<file path="src/design/itda_pkg.sv">
// Shared constants and helpers for the integer to decimal ASCII converter.
package itda_pkg;

	localparam int VALUE_W        = 64;
	localparam int DEF_VALUE_BITS = 64;
	localparam int CHAR_W         = 8;
	localparam int DIGIT_W        = 4;
	localparam int BITS_PER_STEP  = 4;

	localparam logic [CHAR_W-1:0] ASCII_ZERO  = 8'h30;
	localparam logic [CHAR_W-1:0] ASCII_NINE  = 8'h39;
	localparam logic [CHAR_W-1:0] ASCII_MINUS = 8'h2D;

	// Double-dabble correction: a BCD digit of five or more gets three added
	// before the next left shift.
	function automatic logic [DIGIT_W-1:0] dabble_fix(input logic [DIGIT_W-1:0] d);
		dabble_fix = (d >= 4'd5) ? (d + 4'd3) : d;
	endfunction

endpackage

</file>
<file path="src/design/itda_front.sv">
// Input stage: takes a value, splits it into sign and magnitude, registers it.
module itda_front import itda_pkg::*; #(
	parameter int VALUE_BITS = DEF_VALUE_BITS
) (
	input  logic                  clk,
	input  logic                  arst_n,
	input  logic                  s_tvalid,
	output logic                  s_tready,
	input  logic [VALUE_W-1:0]    s_tdata,
	output logic                  push_valid,
	input  logic                  push_ready,
	output logic                  push_neg,
	output logic [VALUE_BITS-1:0] push_mag
);

	logic [VALUE_BITS-1:0] raw;
	logic                  neg;
	logic [VALUE_BITS-1:0] mag;
	logic                  valid_s1;
	logic                  neg_s1;
	logic [VALUE_BITS-1:0] mag_s1;

	// Bits above VALUE_BITS are ignored; the most negative value negates to
	// itself, which read unsigned is exactly its magnitude.
	assign raw = s_tdata[VALUE_BITS-1:0];
	assign neg = raw[VALUE_BITS-1];
	assign mag = neg ? VALUE_BITS'(~raw + 1'b1) : raw;

	assign s_tready   = !valid_s1 || push_ready;
	assign push_valid = valid_s1;
	assign push_neg   = neg_s1;
	assign push_mag   = mag_s1;

	always_ff @(posedge clk or negedge arst_n) begin
		if (!arst_n) begin
			valid_s1 <= 1'b0;
		end else if (s_tready) begin
			valid_s1 <= s_tvalid;
		end
	end

	always_ff @(posedge clk) begin
		if (s_tvalid && s_tready) begin
			neg_s1 <= neg;
			mag_s1 <= mag;
		end
	end

endmodule

</file>
<file path="src/design/itda_queue.sv">
// Two-entry queue between the input stage and the conversion engine.
module itda_queue #(
	parameter int WIDTH = 65
) (
	input  logic             clk,
	input  logic             arst_n,
	input  logic             push_valid,
	output logic             push_ready,
	input  logic [WIDTH-1:0] push_data,
	output logic             pop_valid,
	input  logic             pop_ready,
	output logic [WIDTH-1:0] pop_data
);

	logic [WIDTH-1:0] mem_q [2];
	logic             wr_ptr_q;
	logic             rd_ptr_q;
	logic [1:0]       count_q;
	logic             do_push;
	logic             do_pop;

	assign push_ready = (count_q != 2'd2);
	assign pop_valid  = (count_q != 2'd0);
	assign pop_data   = mem_q[rd_ptr_q];
	assign do_push    = push_valid && push_ready;
	assign do_pop     = pop_valid && pop_ready;

	always_ff @(posedge clk or negedge arst_n) begin
		if (!arst_n) begin
			wr_ptr_q <= 1'b0;
			rd_ptr_q <= 1'b0;
			count_q  <= 2'd0;
		end else begin
			if (do_push) begin
				wr_ptr_q <= !wr_ptr_q;
			end
			if (do_pop) begin
				rd_ptr_q <= !rd_ptr_q;
			end
			if (do_push && !do_pop) begin
				count_q <= count_q + 2'd1;
			end else if (do_pop && !do_push) begin
				count_q <= count_q - 2'd1;
			end
		end
	end

	always_ff @(posedge clk) begin
		if (do_push) begin
			mem_q[wr_ptr_q] <= push_data;
		end
	end

endmodule

</file>
<file path="src/design/itda_back.sv">
// Conversion engine: double-dabble to BCD, then emits ASCII characters.
module itda_back import itda_pkg::*; #(
	parameter int VALUE_BITS = DEF_VALUE_BITS
) (
	input  logic                  clk,
	input  logic                  arst_n,
	input  logic                  pop_valid,
	output logic                  pop_ready,
	input  logic                  pop_neg,
	input  logic [VALUE_BITS-1:0] pop_mag,
	output logic                  m_tvalid,
	input  logic                  m_tready,
	output logic [CHAR_W-1:0]     m_tdata,
	output logic                  m_tlast
);

	// Digits of 2^VALUE_BITS, enough for any magnitude.
	localparam int NUM_DIGITS = (VALUE_BITS * 30103) / 100000 + 1;
	localparam int BCD_W      = NUM_DIGITS * DIGIT_W;
	localparam int STEPS      = (VALUE_BITS + BITS_PER_STEP - 1) / BITS_PER_STEP;
	localparam int SH_W       = STEPS * BITS_PER_STEP;
	localparam int CNT_W      = (STEPS > 1) ? $clog2(STEPS) : 1;
	localparam int IDX_W      = (NUM_DIGITS > 1) ? $clog2(NUM_DIGITS) : 1;

	typedef enum logic [2:0] {
		ST_IDLE,
		ST_CONV,
		ST_SCAN,
		ST_SIGN,
		ST_DIGIT
	} state_t;

	state_t            state_q;
	logic              neg_q;
	logic [SH_W-1:0]   shift_q;
	logic [BCD_W-1:0]  bcd_q;
	logic [CNT_W-1:0]  cnt_q;
	logic [IDX_W-1:0]  idx_q;
	logic [BCD_W-1:0]  bcd_n;
	logic [SH_W-1:0]   shift_n;
	logic [IDX_W-1:0]  top_n;
	logic [DIGIT_W-1:0] cur_digit;
	logic              out_load;

	assign pop_ready = (state_q == ST_IDLE);
	assign out_load  = !m_tvalid || m_tready;
	assign cur_digit = bcd_q[idx_q*DIGIT_W +: DIGIT_W];

	// Four dependent double-dabble steps per cycle; the digits within a step
	// are corrected in parallel.
	always_comb begin
		bcd_n   = bcd_q;
		shift_n = shift_q;
		for (int b = 0; b < BITS_PER_STEP; b++) begin
			for (int d = 0; d < NUM_DIGITS; d++) begin
				bcd_n[d*DIGIT_W +: DIGIT_W] = dabble_fix(bcd_n[d*DIGIT_W +: DIGIT_W]);
			end
			bcd_n   = {bcd_n[BCD_W-2:0], shift_n[SH_W-1]};
			shift_n = shift_n << 1;
		end
	end

	// Position of the most significant nonzero digit; zero keeps one digit.
	always_comb begin
		top_n = '0;
		for (int d = 0; d < NUM_DIGITS; d++) begin
			if (bcd_q[d*DIGIT_W +: DIGIT_W] != '0) begin
				top_n = IDX_W'(d);
			end
		end
	end

	always_ff @(posedge clk or negedge arst_n) begin
		if (!arst_n) begin
			state_q  <= ST_IDLE;
			m_tvalid <= 1'b0;
			m_tdata  <= '0;
			m_tlast  <= 1'b0;
			neg_q    <= 1'b0;
			shift_q  <= '0;
			bcd_q    <= '0;
			cnt_q    <= '0;
			idx_q    <= '0;
		end else begin
			// A new character is presented whenever the output register is
			// free and the engine is in an emitting state.
			if (out_load) begin
				m_tvalid <= (state_q == ST_SIGN) || (state_q == ST_DIGIT);
			end
			case (state_q)
				ST_IDLE: begin
					if (pop_valid) begin
						neg_q   <= pop_neg;
						// Zero padding sits above the magnitude so it shifts in first.
						shift_q <= SH_W'(pop_mag);
						bcd_q   <= '0;
						cnt_q   <= '0;
						state_q <= ST_CONV;
					end
				end
				ST_CONV: begin
					bcd_q   <= bcd_n;
					shift_q <= shift_n;
					cnt_q   <= cnt_q + 1'b1;
					if (cnt_q == CNT_W'(STEPS - 1)) begin
						state_q <= ST_SCAN;
					end
				end
				ST_SCAN: begin
					idx_q   <= top_n;
					state_q <= neg_q ? ST_SIGN : ST_DIGIT;
				end
				ST_SIGN: begin
					if (out_load) begin
						m_tdata  <= ASCII_MINUS;
						m_tlast  <= 1'b0;
						state_q  <= ST_DIGIT;
					end
				end
				ST_DIGIT: begin
					if (out_load) begin
						m_tdata  <= ASCII_ZERO + CHAR_W'(cur_digit);
						m_tlast  <= (idx_q == '0);
						if (idx_q == '0) begin
							state_q <= ST_IDLE;
						end else begin
							idx_q <= idx_q - 1'b1;
						end
					end
				end
				default: begin
					state_q <= ST_IDLE;
				end
			endcase
		end
	end

	a_pop_starts_conv: assert property (@(posedge clk) disable iff (!arst_n)
		(pop_valid && pop_ready) |=> (state_q == ST_CONV))
		else $error("popped entry did not start a conversion");

	a_minus_not_last: assert property (@(posedge clk) disable iff (!arst_n)
		(m_tvalid && m_tdata == ASCII_MINUS) |-> !m_tlast)
		else $error("minus sign flagged as last character");

	a_char_legal: assert property (@(posedge clk) disable iff (!arst_n)
		m_tvalid |-> (m_tdata == ASCII_MINUS ||
			(m_tdata >= ASCII_ZERO && m_tdata <= ASCII_NINE)))
		else $error("output character is neither a digit nor a minus sign");

	a_emit_only_after_scan: assert property (@(posedge clk) disable iff (!arst_n)
		(state_q == ST_CONV) |-> !$rose(m_tvalid))
		else $error("character emitted during conversion");

endmodule

</file>
<file path="src/design/integer_to_decimal_ascii_core.sv">
// Top level of the integer to decimal ASCII converter.
//
// Usage: each transaction on the slave channel (s_tvalid, s_tready, s_tdata)
// carries one two's-complement integer in the low VALUE_BITS bits of
// s_tdata; higher bits are ignored. The master channel (m_tvalid, m_tready,
// m_tdata, m_tlast) returns its decimal text, one ASCII character per
// transaction, most significant digit first, with a leading '-' for negative
// values. m_tlast marks the final character of each number. Zero gives '0'.
// Timing: the input stage registers sign and magnitude, a two-entry queue
// holds pending numbers, and the back end converts with a double-dabble unit
// that shifts in four bits per cycle. A number is converted in full and then
// emitted one character at a time; the back end takes no new number until the
// last character of the current one is in its output register.
// While the back end works, up to three more numbers can be taken in.
// Reset clears all valid flags and the queue; no output appears until a new
// number arrives. When the receiver stalls, the current character holds on
// the master channel and the back end waits; the input keeps accepting until the
// queue and the input register are full.
module integer_to_decimal_ascii_core import itda_pkg::*; #(
	parameter int VALUE_BITS = DEF_VALUE_BITS
) (
	input  logic              clk,
	input  logic              arst_n,
	input  logic              s_tvalid,
	output logic              s_tready,
	input  logic [VALUE_W-1:0] s_tdata,  // [63:0] value
	output logic              m_tvalid,
	input  logic              m_tready,
	output logic [CHAR_W-1:0] m_tdata,   // [7:0] character
	output logic              m_tlast
);

	logic                  push_valid;
	logic                  push_ready;
	logic                  push_neg;
	logic [VALUE_BITS-1:0] push_mag;
	logic                  pop_valid;
	logic                  pop_ready;
	logic [VALUE_BITS:0]   pop_data;

	itda_front #(
		.VALUE_BITS(VALUE_BITS)
	) u_front (
		.clk       (clk),
		.arst_n    (arst_n),
		.s_tvalid  (s_tvalid),
		.s_tready  (s_tready),
		.s_tdata   (s_tdata),
		.push_valid(push_valid),
		.push_ready(push_ready),
		.push_neg  (push_neg),
		.push_mag  (push_mag)
	);

	itda_queue #(
		.WIDTH(VALUE_BITS + 1)
	) u_queue (
		.clk       (clk),
		.arst_n    (arst_n),
		.push_valid(push_valid),
		.push_ready(push_ready),
		.push_data ({push_neg, push_mag}),
		.pop_valid (pop_valid),
		.pop_ready (pop_ready),
		.pop_data  (pop_data)
	);

	itda_back #(
		.VALUE_BITS(VALUE_BITS)
	) u_back (
		.clk      (clk),
		.arst_n   (arst_n),
		.pop_valid(pop_valid),
		.pop_ready(pop_ready),
		.pop_neg  (pop_data[VALUE_BITS]),
		.pop_mag  (pop_data[VALUE_BITS-1:0]),
		.m_tvalid (m_tvalid),
		.m_tready (m_tready),
		.m_tdata  (m_tdata),
		.m_tlast  (m_tlast)
	);

endmodule
</file>
<file path="config.mk">
export PLATFORM = sky130hd
export DESIGN_NAME = integer_to_decimal_ascii_core
export DESIGN_NICKNAME = d
export VERILOG_FILES = /design/src/design/itda_pkg.sv /design/src/design/itda_front.sv /design/src/design/itda_queue.sv /design/src/design/itda_back.sv /design/src/design/integer_to_decimal_ascii_core.sv
export SDC_FILE = /design/constraint.sdc
export NUM_CORES = 1
export LEC_CHECK = 0
export ABC_AREA = 1
export ABC_CLOCK_PERIOD_IN_PS = 6100
export BUFFER_PORTS_ARGS = -buffer_cell sky130_fd_sc_hd__buf_2
export CAP_MARGIN = 15
export CORE_ASPECT_RATIO = 0.5
export CORE_MARGIN = 4
export CORE_UTILIZATION = 64
export DETAILED_ROUTE_END_ITERATION = 10
export GPL_ROUTABILITY_DRIVEN = 0
export PLACE_DENSITY_LB_ADDON = 0.3
export SETUP_SLACK_MARGIN = 0.1
export SYNTH_ARGS = -nofsm -noshare
export SYNTH_HDL_FRONTEND = slang
export SYNTH_HIERARCHICAL = 1
export SYNTH_SLANG_ARGS = --single-unit
</file>
<file path="constraint.sdc">
create_clock -name clk -period 6.1 [get_ports clk]
set_clock_uncertainty 0.2 [all_clocks]
set_input_delay 0.61 -clock clk [delete_from_list [all_inputs] [get_ports clk]]
set_output_delay 0.61 -clock clk [all_outputs]
set_load 0.01 [all_outputs]
</file>
After elaboration in Yosys (flattened, before gate mapping)
Memory sizes are Yosys's and may differ from the RTL's.
Cells that the tools add are included.
Widths: inputs -> output; s select.
{"block": "word_totals", "regBits": 237, "ramBits": 130, "in_bits": 68, "out_inout_bits": 11, "word_cells": 368, "mem_count": 1}
{"memory": "u_queue.mem_q", "depth": 2, "width": 65, "read_ports": 1, "rd_clocked_by_memory_dff": 0, "wr": 1, "line_no": "itda_queue.sv:15", "source": "logic [WIDTH-1:0] mem_q [2];"}
{"block": "op_classes", "addsub": 86, "n_lt_le_gt_ge": 80, "eq_ne": 12, "shifts": 1, "n_mux": 126, "bitwise_logic": 1, "n_reduce_logical": 45}
{"op": "$mux 4", "n": 85}
{"op": "$ge 4x3->1 const B", "n": 80}
{"op": "$add 4x2->4 const B", "n": 76}
{"op": "$pmux 80 s2", "n": 1}
{"op": "$pmux 64 s2", "n": 1}
{"op": "$mux 80", "n": 1}
{"op": "$shiftx 80x8->4", "n": 1}
{"op": "$reduce_bool 4->1", "n": 19}
{"op": "$add 64x1->64 const B", "n": 1}
{"op": "$mux 64", "n": 1}
{"op": "$not 64->64", "n": 1}
{"op": "$mux 63", "n": 1}
{"op": "$mux 3", "n": 14}
{"op": "$mux 5", "n": 6}
{"op": "$mux 8", "n": 2}
{"op": "$pmux 8 s2", "n": 1}
{"op": "$pmux 3 s5", "n": 1}
{"op": "$add 3x2->3 const B", "n": 4}
{"op": "$pmux 5 s2", "n": 1}
{"op": "$reduce_bool 2->1", "n": 5}
{"op": "$mux 2", "n": 4}
{"op": "$ne 2x1->1 const B", "n": 4}
{"op": "$pmux 4 s2", "n": 1}
{"op": "$add 6x4->7 const A", "n": 1}
{"op": "other kinds (19)", "n": 39}

Longest topological paths before layout
Gate-level depths: netlist (run 1).
{"block": "depth", "word_depth": 21, "depth_mapped": 31, "ltp_nobuf": 31}

Modules after synthesis
The synthesis (run 1) kept the hierarchy.
{"module": "itda_back", "instances": 1, "cells_each": 2604, "area_each_um2": 16595.9, "seq_area_each_um2": 4129.0}
{"module": "itda_queue", "instances": 1, "cells_each": 368, "area_each_um2": 4936.0, "seq_area_each_um2": 4003.8}
{"module": "itda_front", "instances": 1, "cells_each": 550, "area_each_um2": 4339.2, "seq_area_each_um2": 1976.9}

Least setup slack after synthesis (run 1)
Ideal clock, no wire load.
{"block": "synth_timing", "path_type": "input to register", "startpoint": "in s_tvalid", "endpoint": "reg u_front.mag_s1[0], in the netlist u_front/push_mag[0], enable pin", "setup_time_ps": 509, "arrival_ps": 3806, "required_time_ps": 5391, "slack_ps": 1584, "path_stages": 2, "n_path_buf": 0, "path_cell_list": "inv_1 -> a21oi_1"}
{"block": "synth_between", "elab_chain_cells": 1}
{"element": "from (decl)", "line_no": "integer_to_decimal_ascii_core.sv:24", "source": "input logic s_tvalid,"}
{"element": "$logic_and 1x1->1", "line_no": "itda_front.sv:43", "source": "if (s_tvalid && s_tready) begin"}
{"element": "to (signal assigned)", "line_no": "itda_front.sv:45", "source": "mag_s1 <= mag;"}
{"element": "to (decl)", "line_no": "itda_front.sv:21", "source": "logic [VALUE_BITS-1:0] mag_s1;"}
Every way passes these cells.
A chain may end at the register's enable or synchronous reset.

Worst setup path in the final report (run 1)
{"block": "layout_timing", "startpoint": "reg u_back.idx_q[1]", "endpoint": "reg u_back.state_q[2]"}
{"block": "layout_between", "elab_chain_cells": 3}
{"element": "from (decl)", "line_no": "itda_back.sv:38", "source": "logic [IDX_W-1:0] idx_q;"}
{"element": "from (signal assigned)", "line_no": "itda_back.sv:110", "source": "idx_q <= top_n;"}
{"element": "from (signal assigned)", "line_no": "itda_back.sv:127", "source": "idx_q <= idx_q - 1'b1;"}
{"element": "$logic_not 5->1", "line_no": "itda_back.sv:124", "source": "if (idx_q == '0) begin"}
{"element": "$ne 2x2->1 (no source line)"}
{"element": "$reduce_and 5->1 (no source line)"}
{"element": "to (signal assigned)", "line_no": "itda_back.sv:111", "source": "state_q <= neg_q ? ST_SIGN : ST_DIGIT;"}
{"element": "to (decl)", "line_no": "itda_back.sv:33", "source": "state_t state_q;"}
Every way passes these cells.

==> results.txt, run 1 <==
reg2reg end - u_back/state_q[2]$_DFFE_PN0P_
height of the die - 150.2 um
Rows - 51
total congestion overflow - 0
num ports - 79
Resized Gates After CTS - 0
r2r setup slk - 2360 ps
Worst EP required - 6290 ps
yosys warns - 6
slew of the pin with the lowest slew margin - 979.0 ps
min Tclk post-route - 3742 ps
worst setup margin - 2358 ps
Clk pin slew, worst setup/hold paths - 70 ps
Mapped Cells - 3522
Root Buffer - clkbuf_16
r2r startpoint - u_back/idx_q[1]$_DFFE_PN0P_
wire per inst - 15.34 um
Total Nets Final - 3744
Synth Area per Inst - 7.346 um^2
# clock sinks - 365
r2r worst-path depth - 7
Tot GR Track Use - 28.53%
distinct cell type count after synthesis - 60
buffers added on ports - 76
CTS max path bufs - 3
Worst setup SP type - flip-flop
vias in the first global route - 22600
DRT antenna net count - 0
count of TritonRoute iterations in the first routing pass - 8
final setup TNS - 0 ps
commonest non-fill, non-tap cell in the layout - nand2_1
CP Launch Point - u_back/idx_q[1]$_DFFE_PN0P_
pre-CTS setup slack - 2502 ps
ys async rst share - 46.58%
Slew Limit Fails - 0
initial antenna violation count - 0
via count - 23670
share of layout cells above drive strength 1 - 12.59%
Layout fillers - 3073
diodes inserted - 0
Hold Fails Final Rpt - 0
H-tree lvl count - 2
Synth Register Bits - 365
Layout area overhead - 7.482%
WL final - 63360 um
area of the die - 43900 um^2
Hold Path Class - input pin to flip-flop
status - completed
total CTS buffers - 35
max-capacitance violation count - 0
Starting Density - 65.71%
most frequent cells in the layout - nand2_1, inv_1, nand3_1
CP Capture Type - flip-flop
Worst slew margin - 34.73%
DP Wirelength - 44320 um
Vias/cell - 5.732
Starting DRT DRC Count - 2208
CORE AREA - 39370 um^2
Max Freq - 267.3 MHz
sequential area share after synthesis - 39.08%
Post-synth EDFFs - 195
Final setup viols - 0
CTS tree - done
period utilisation layout - 61.34%
Clk Latency, worst-skew pair - 520 ps
worst path arrival time - 3930 ps
crit path max fanout - 24
largest net degree at the start of global routing - 82
Hold Path Cell Cnt - 3
crit path to - u_back/state_q[2]$_DFFE_PN0P_
first-pass GRT wire length - 105000 um
Netlist Area Pre-Place - 25870 um^2
Post-synth top flop - edfxtp_1
CP Class - flip-flop to flip-flop
die width - 292.3 um
RSZ-0062 raised after global routing - false
DRC Markers - 0
## critical path, cell delays in order (launching register included)
cell       delay, ps
dfrtp_1          740
inv_1            890
ha_1             310
a31oi_1          120
a2111oi_0        580
o21ai_0          380
a211oi_1         310
a21oi_1           70
## logic make-up after synthesis
| group | synth area share, % |
|---|---|
| xor+xnor | 1.311 |
| simple gates | 38.89 |
| compound gates | 7.840 |
| fa+ha+maj | 4.981 |
| other cells | 0.01449 |
| flops | 39.08 |
| buf+inv | 7.888 |
## registers in the layout (all words and copies together), names as in the netlist
name / cells
u_queue/mem_q: 130
u_back/bcd_q: 80
u_back/shift_q: 64
u_front/push_mag: 64
u_back/m_tdata: 6
u_back/idx_q: 5
u_back/cnt_q: 4
u_back/state_q: 3
u_queue/count_q: 2
u_back/m_tlast: 1
u_back/m_tvalid: 1
u_back/neg_q: 1
u_front/push_neg: 1
u_front/push_valid: 1
u_queue/rd_ptr_q: 1
u_queue/wr_ptr_q: 1
## cell usage after synthesis, types with 5 or more instances
library cell | count | area [um^2]
a21o_1 | 14 | 105.1
a21oi_1 | 79 | 395.4
a22o_1 | 5 | 43.79
a31oi_1 | 51 | 319.1
and2_1 | 37 | 231.5
and2_4 | 18 | 157.7
buf_2 | 18 | 90.09
buf_4 | 11 | 82.58
clkbuf_1 | 46 | 172.7
dfrtp_1 | 170 | 4254
edfxtp_1 | 195 | 5856
ha_1 | 103 | 1289
inv_1 | 399 | 1498
inv_2 | 36 | 135.1
nand2_1 | 1178 | 4422
nand2_2 | 111 | 694.4
nand2_4 | 27 | 304.0
nand3_1 | 350 | 1752
nand3_2 | 54 | 540.5
nand3_4 | 7 | 122.6
nand3b_1 | 12 | 90.09
nand4_1 | 103 | 644.4
nor2_1 | 236 | 885.9
nor2_2 | 9 | 56.30
nor2_4 | 5 | 56.30
o21ai_0 | 75 | 375.4
o21ai_1 | 42 | 210.2
o21ai_2 | 22 | 192.7
o22ai_1 | 29 | 181.4
xnor2_1 | 14 | 122.6
xor2_1 | 21 | 183.9
## repair_timing
action / 4_1_cts / 5_1_grt
setup buffers: 0 / 0
hold buffers: 1 / 0
hold endpoints to repair: 57 / 0
## routing by layer
| metal | routed length (um) | part of all wire [%] | up-vias | global-route usage, % |
|---|---|---|---|---|
| li1 | - | - | 11630 | - |
| met1 | 26640 | 42 | 10960 | 36.40 |
| met2 | 30160 | 48 | 909 | 50.43 |
| met3 | 4523 | 7.1 | 169 | 3.774 |
| met4 | 2029 | 3.2 | 0 | 10.33 |
| met5 | 0 | 0 | - | 0 |
## area by class of cell
class | instances | area (um^2) | share of cell area [%]
multi-input combinational | 2640 | 13760 | 49.50
sequential | 365 | 10110 | 36.36
inverter | 437 | 1644 | 5.913
clock buffer | 50 | 962.2 | 3.460
tap | 530 | 663.1 | 2.385
timing repair buffer | 94 | 544.3 | 1.957
clock inverter | 13 | 118.9 | 0.4275
## stage by stage
step	utilization [%]	hold WS, ps	cell area, um^2	std cells
floorplan	-	114.4	25870	3523
CTS	70.56	98.37	27780	4128
finish	70.63	121.1	27810	4129
detailed placement	67.79	230.6	26690	4064
global placement	67.79	222.5	26690	4064
global route	70.63	113.0	27810	4129
## how the worst min path moves through the flow
stage	from	endpoint	slack, ps
after CTS	s_tdata[0]	u_front/push_mag[0]$_DFFE_PP_	100
after global placement	u_front/push_mag[47]$_DFFE_PP_	u_queue/mem_q[1][47]$_DFFE_PP_	220
after global routing	s_tdata[0]	u_front/push_mag[0]$_DFFE_PP_	110
after floorplan	arst_n	u_back/bcd_q[0]$_DFFE_PN0P_	110
final	s_tvalid	u_front/push_valid$_DFFE_PN0N_	120
after detailed placement	u_front/push_mag[34]$_DFFE_PP_	u_queue/mem_q[1][34]$_DFFE_PP_	230
Power of run 1 is not shown: default switching activity piles up to over one toggle a cycle in this logic, so the estimate is an artifact.
==> run 2, diff against run 1 <==
--- a/config.mk
+++ b/config.mk
@@ -5,8 +5,8 @@
 export SDC_FILE = /design/constraint.sdc
 export NUM_CORES = 1
 export LEC_CHECK = 0
-export ABC_AREA = 1
-export ABC_CLOCK_PERIOD_IN_PS = 6100
+export ABC_AREA = 0
+export ABC_CLOCK_PERIOD_IN_PS = 3500
 export BUFFER_PORTS_ARGS = -buffer_cell sky130_fd_sc_hd__buf_2
 export CAP_MARGIN = 15
 export CORE_ASPECT_RATIO = 0.5
==> constraint.sdc (replaced) <==
create_clock -name clk -period 3.5 [get_ports clk]
set_clock_uncertainty 0.2 [all_clocks]
set_input_delay 0.35 -clock clk [delete_from_list [all_inputs] [get_ports clk]]
set_output_delay 0.35 -clock clk [all_outputs]
set_load 0.01 [all_outputs]
==> results.txt, run 2 <==
status - aborted with a tool error
last stage reached - global routing
Error - [ERROR GRT-0232] Routing congestion too high. Check the congestion heatmap in the GUI.
# clock sinks - 365 (unchanged)
sequential area share after synthesis - 38.22% (-0.86 points)
Tot GR Track Use - 106.7%
Synth area leader - edfxtp_1
post-GRT worst EP - u_back/bcd_q[25]$_DFFE_PN0P_/D
Post-synth EDFFs - 195 (unchanged)
list of most frequent post-synthesis cells - nand2_1, nor2_1, edfxtp_1
post-synth top area share - 22.13% (-0.50 points)
DP Wirelength - 54470 um (+23%)
Synth Register Bits - 365 (unchanged)
die width - 295.5 um (+1.1%)
Mapped Cells - 2834 (-20%)
distinct cell type count after synthesis - 113 (+88%)
ys async rst share - 46.58% (unchanged)
Netlist Area Pre-Place - 26450 um^2 (+2.3%)
total CTS buffers - 34 (-2.9%)
yosys warns - 6 (unchanged)
total congestion overflow - 4601
Root Buffer - clkbuf_16
CTS max path bufs - 3 (unchanged)
num ports - 79 (unchanged)
buffers added on ports - 76 (unchanged)
Starting Density - 65.16% (-0.55 points)
height of the die - 151.8 um (+1.1%)
worst ep type - register data pin
Post-synth top flop - edfxtp_1
pre-CTS setup slack - -630.1 ps (-3132 ps)
H-tree lvl count - 2 (unchanged)
top-count cell post-synth - nand2_1
ranking of synthesized cells by area - edfxtp_1, dfrtp_1, ha_1
Rows - 52 (+2.0%)
Synth Area per Inst - 9.335 um^2 (+27%)
largest net degree at the start of global routing - 95
run 2: metrics by stage:
step / area [um^2] / TNS, ps / instances / utilization [%] / hold slack (ps)
2_1_floorplan: 27590 / -1856 / 2835 / - / -145.6
3_3_place_gp: 32310 / -3596 / 3877 / 79.58 / 102.9
3_5_place_dp: 32310 / -9015 / 3877 / 79.58 / 99.38
4_1_cts: 37000 / -5364 / 4137 / 91.15 / 8.883
run 2: layer usage:
layer	GRT overflow	track usage [%]
met2	2992	133.1
met3	248	89.34
met1	205	92.72
met5	70	82.37
met4	1086	121.3
run 2: cells by family after synthesis:
logic type	Yosys count	synth area share, %
flops	365	38.22
xor+xnor	82	2.715
simple gates	1019	19.04
other cells	1	0.01418
buf+inv	261	4.105
compound gates	807	21.28
fa+ha+maj	103	4.872
mux	196	9.757
run 2: timing repair:
item                                   CTS
setup buffers                          150
pin swaps                              252
hold buffers                            58
setup endpoints to repair               75
resized for setup                      433
endpoints found under the hold margin   98
==> run 3, diff against run 2 <==
--- a/config.mk
+++ b/config.mk
@@ -9,13 +9,11 @@
 export ABC_CLOCK_PERIOD_IN_PS = 3500
 export BUFFER_PORTS_ARGS = -buffer_cell sky130_fd_sc_hd__buf_2
 export CAP_MARGIN = 15
-export CORE_ASPECT_RATIO = 0.5
 export CORE_MARGIN = 4
-export CORE_UTILIZATION = 64
+export CORE_UTILIZATION = 40
 export DETAILED_ROUTE_END_ITERATION = 10
 export GPL_ROUTABILITY_DRIVEN = 0
-export PLACE_DENSITY_LB_ADDON = 0.3
-export SETUP_SLACK_MARGIN = 0.1
+export PLACE_DENSITY_LB_ADDON = 0.15
 export SYNTH_ARGS = -nofsm -noshare
 export SYNTH_HDL_FRONTEND = slang
 export SYNTH_HIERARCHICAL = 1
==> results.txt, run 3 <==
Post-synth EDFFs - 195 (unchanged)
list of most frequent post-synthesis cells - nand2_1, nor2_1, edfxtp_1
height of the die - 265.2 um (+75%)
Hold Fails Final Rpt - 0
crit path max-delay cell type - or4_1
Adder-Cell Fraction of Synth Area - 4.872% (unchanged)
WL final - 83090 um
RSZ-0062 raised after global routing - true
sequential area share after synthesis - 38.22% (unchanged)
crit path max fanout - 2
ys async rst share - 46.58% (unchanged)
most frequent cells in the layout - buf_4, nand2_1, edfxtp_1
commonest non-fill, non-tap cell in the layout - buf_4
Total Nets Final - 3898
vias in the first global route - 25750
Critical path buffers and inverters - 2
Synth Area per Inst - 9.335 um^2 (unchanged)
family with the most delay on the worst path - compound AO/OA/AOI/OAI gates
Synth Register Bits - 365 (unchanged)
post-synth top area share - 22.13% (unchanged)
biggest regs - u_queue/mem_q x130, u_back/bcd_q x80
most flop-heavy register - u_queue/mem_q
xor and xnor area share after synthesis - 2.715% (unchanged)
max-capacitance violation count - 0
Tot GR Track Use - 21.86%
largest net degree at the start of global routing - 87
# clock sinks - 365 (unchanged)
Worst EP required - 3760 ps
top-count cell post-synth - nand2_1
CP Capture Type - flip-flop
CORE AREA - 65630 um^2
Max Freq - 258.1 MHz
via count - 25760
Post-synth top flop - edfxtp_1
DP Wirelength - 55730 um (+2.3%)
max FFs per register - 130
die width - 265.2 um (-10%)
H-tree lvl count - 2 (unchanged)
yosys warns - 6 (unchanged)
main combinational cell family by area after synthesis - compound AO/OA/AOI/OAI gates
Worst setup SP type - flip-flop
Clk Latency, worst-skew pair - 570 ps
count of TritonRoute iterations in the first routing pass - 6
Starting Density - 40.31% (-25 points)
DRT antenna net count - 0
Synth area leader - edfxtp_1
Rows - 94 (+81%)
status - complete, but fails checks
ranking of synthesized cells by area - edfxtp_1, dfrtp_1, ha_1
num ports - 79 (unchanged)
wire per inst - 17.96 um
total congestion overflow - 0
Layout area overhead - 51.15%
Final setup viols - 55
Mapped Cells - 2834 (unchanged)
final instance area - 39990 um^2
Slew Limit Fails - 0
Root Buffer - clkbuf_16
Starting DRT DRC Count - 1240
CTS tree - done
Worst slew margin - 34.20%
Netlist Area Pre-Place - 26450 um^2 (unchanged)
DRC Markers - 0
CP Class - flip-flop to flip-flop
Simple-Gate Fraction of Synth Area - 19.04% (unchanged)
worst setup margin - -374.2 ps
worst path arrival time - 4140 ps
first-pass GRT wire length - 128700 um
distinct cell type count after synthesis - 113 (unchanged)
period utilisation layout - 110.7%
total CTS buffers - 43 (+26%)
area of the die - 70310 um^2
compound-cell area share of the yosys netlist - 21.28% (unchanged)
Hold Path Class - input pin to flip-flop
slowest stage delay, CP - 510 ps
Vias/cell - 5.569
final setup TNS - -7371 ps
CTS max path bufs - 3 (unchanged)
share of layout cells above drive strength 1 - 49.10%
cells along the critical path - inv_2 > ha_4 > nand2b_4 > a211oi_2 > or2_4 > ha_4 > o21bai_4 > a211oi_4 > nor2_2 > inv_1 > ha_2 > o21a_1 > o22ai_2 > ha_2 > or4_1 > a311o_1 > a32o_1
mux share of post-synthesis cell area - 9.757% (unchanged)
hold slack - 62.82 ps
Placed Area - 33080 um^2 (+2.4%)
Clk pin slew, worst setup/hold paths - 60 ps
buffers added on ports - 76 (unchanged)
initial antenna violation count - 2
slew of the pin with the lowest slew margin - 984.6 ps
pre-CTS setup slack - -620.3 ps (+9.815 ps)
failing checks - negative setup slack
min Tclk post-route - 3874 ps
-- run 3: cell type report --
type | instances | area (um^2)
Fill cell | 5323 | 25640
Multi-Input combinational cell | 2209 | 19210
Sequential cell | 365 | 10130
Timing Repair Buffer | 978 | 7661
Clock buffer | 47 | 1091
Tap cell | 864 | 1081
Inverter | 130 | 508.0
Clock inverter | 31 | 309.0
Antenna cell | 1 | 2.502
-- run 3: metrics by stage --
step	utilization, %	cells
after floorplan	-	2835
after global placement	50.40	4274
after CTS	57.48	4559
final	60.93	4625
after detailed placement	50.40	4274
after global routing	60.92	4624
-- run 3: per-layer routing --
| layer | vias to the layer above | wire [um] | global-route usage (%) |
|---|---|---|---|
| li1 | 12350 | - | - |
| met1 | 12670 | 35330 | 27.36 |
| met2 | 555 | 42350 | 39.95 |
| met3 | 187 | 2782 | 2.442 |
| met4 | 2 | 2609 | 6.225 |
| met5 | - | 12 | 0 |
-- run 3: worst paths after layout --
check                      slack [ps]                        endpoint                      startpoint  depth (start not counted)
max                              -370    u_back/bcd_q[61]$_DFFE_PN0P_    u_back/bcd_q[61]$_DFFE_PN0P_                         17
min                                60   u_front/push_mag[1]$_DFFE_PP_                      s_tdata[1]                          3
max reg2reg                      -370    u_back/bcd_q[61]$_DFFE_PN0P_    u_back/bcd_q[61]$_DFFE_PN0P_                         17
min reg2reg                       240  u_queue/mem_q[0][46]$_DFFE_PP_  u_front/push_mag[46]$_DFFE_PP_                          0
max in group asynchronous        2120  u_back/shift_q[42]$_DFFE_PN0P_                          arst_n                          3
min in group asynchronous         200    u_back/bcd_q[75]$_DFFE_PN0P_                          arst_n                          2
-- run 3: cell families after synthesis --
group | after synthesis
other | 1
AO/OA/AOI/OAI | 807
adder cells (fa/ha/maj) | 103
multiplexers | 196
XOR/XNOR | 82
buffers and inverters | 261
flip-flops | 365
AND/OR/NAND/NOR | 1019
-- run 3: repair_timing --
action	in CTS	in global routing
hold buffers	72	0
resized for setup	354	405
setup endpoints to repair	70	76
pin swaps	188	247
endpoints found under the hold margin	148	0
gates cloned	0	0
buffers inserted	145	86
-- run 3: worst register-to-register path, delay by kind of cell (launching register included) --
kind	cells	cell delay, ps
AOI/OAI and AO/OA	7	1290
and+or+nand+nor	4	980
adders and majority gates	4	690
DFF	1	400
buffers and inverters	2	190
Power of run 3 is left out for the same reason.
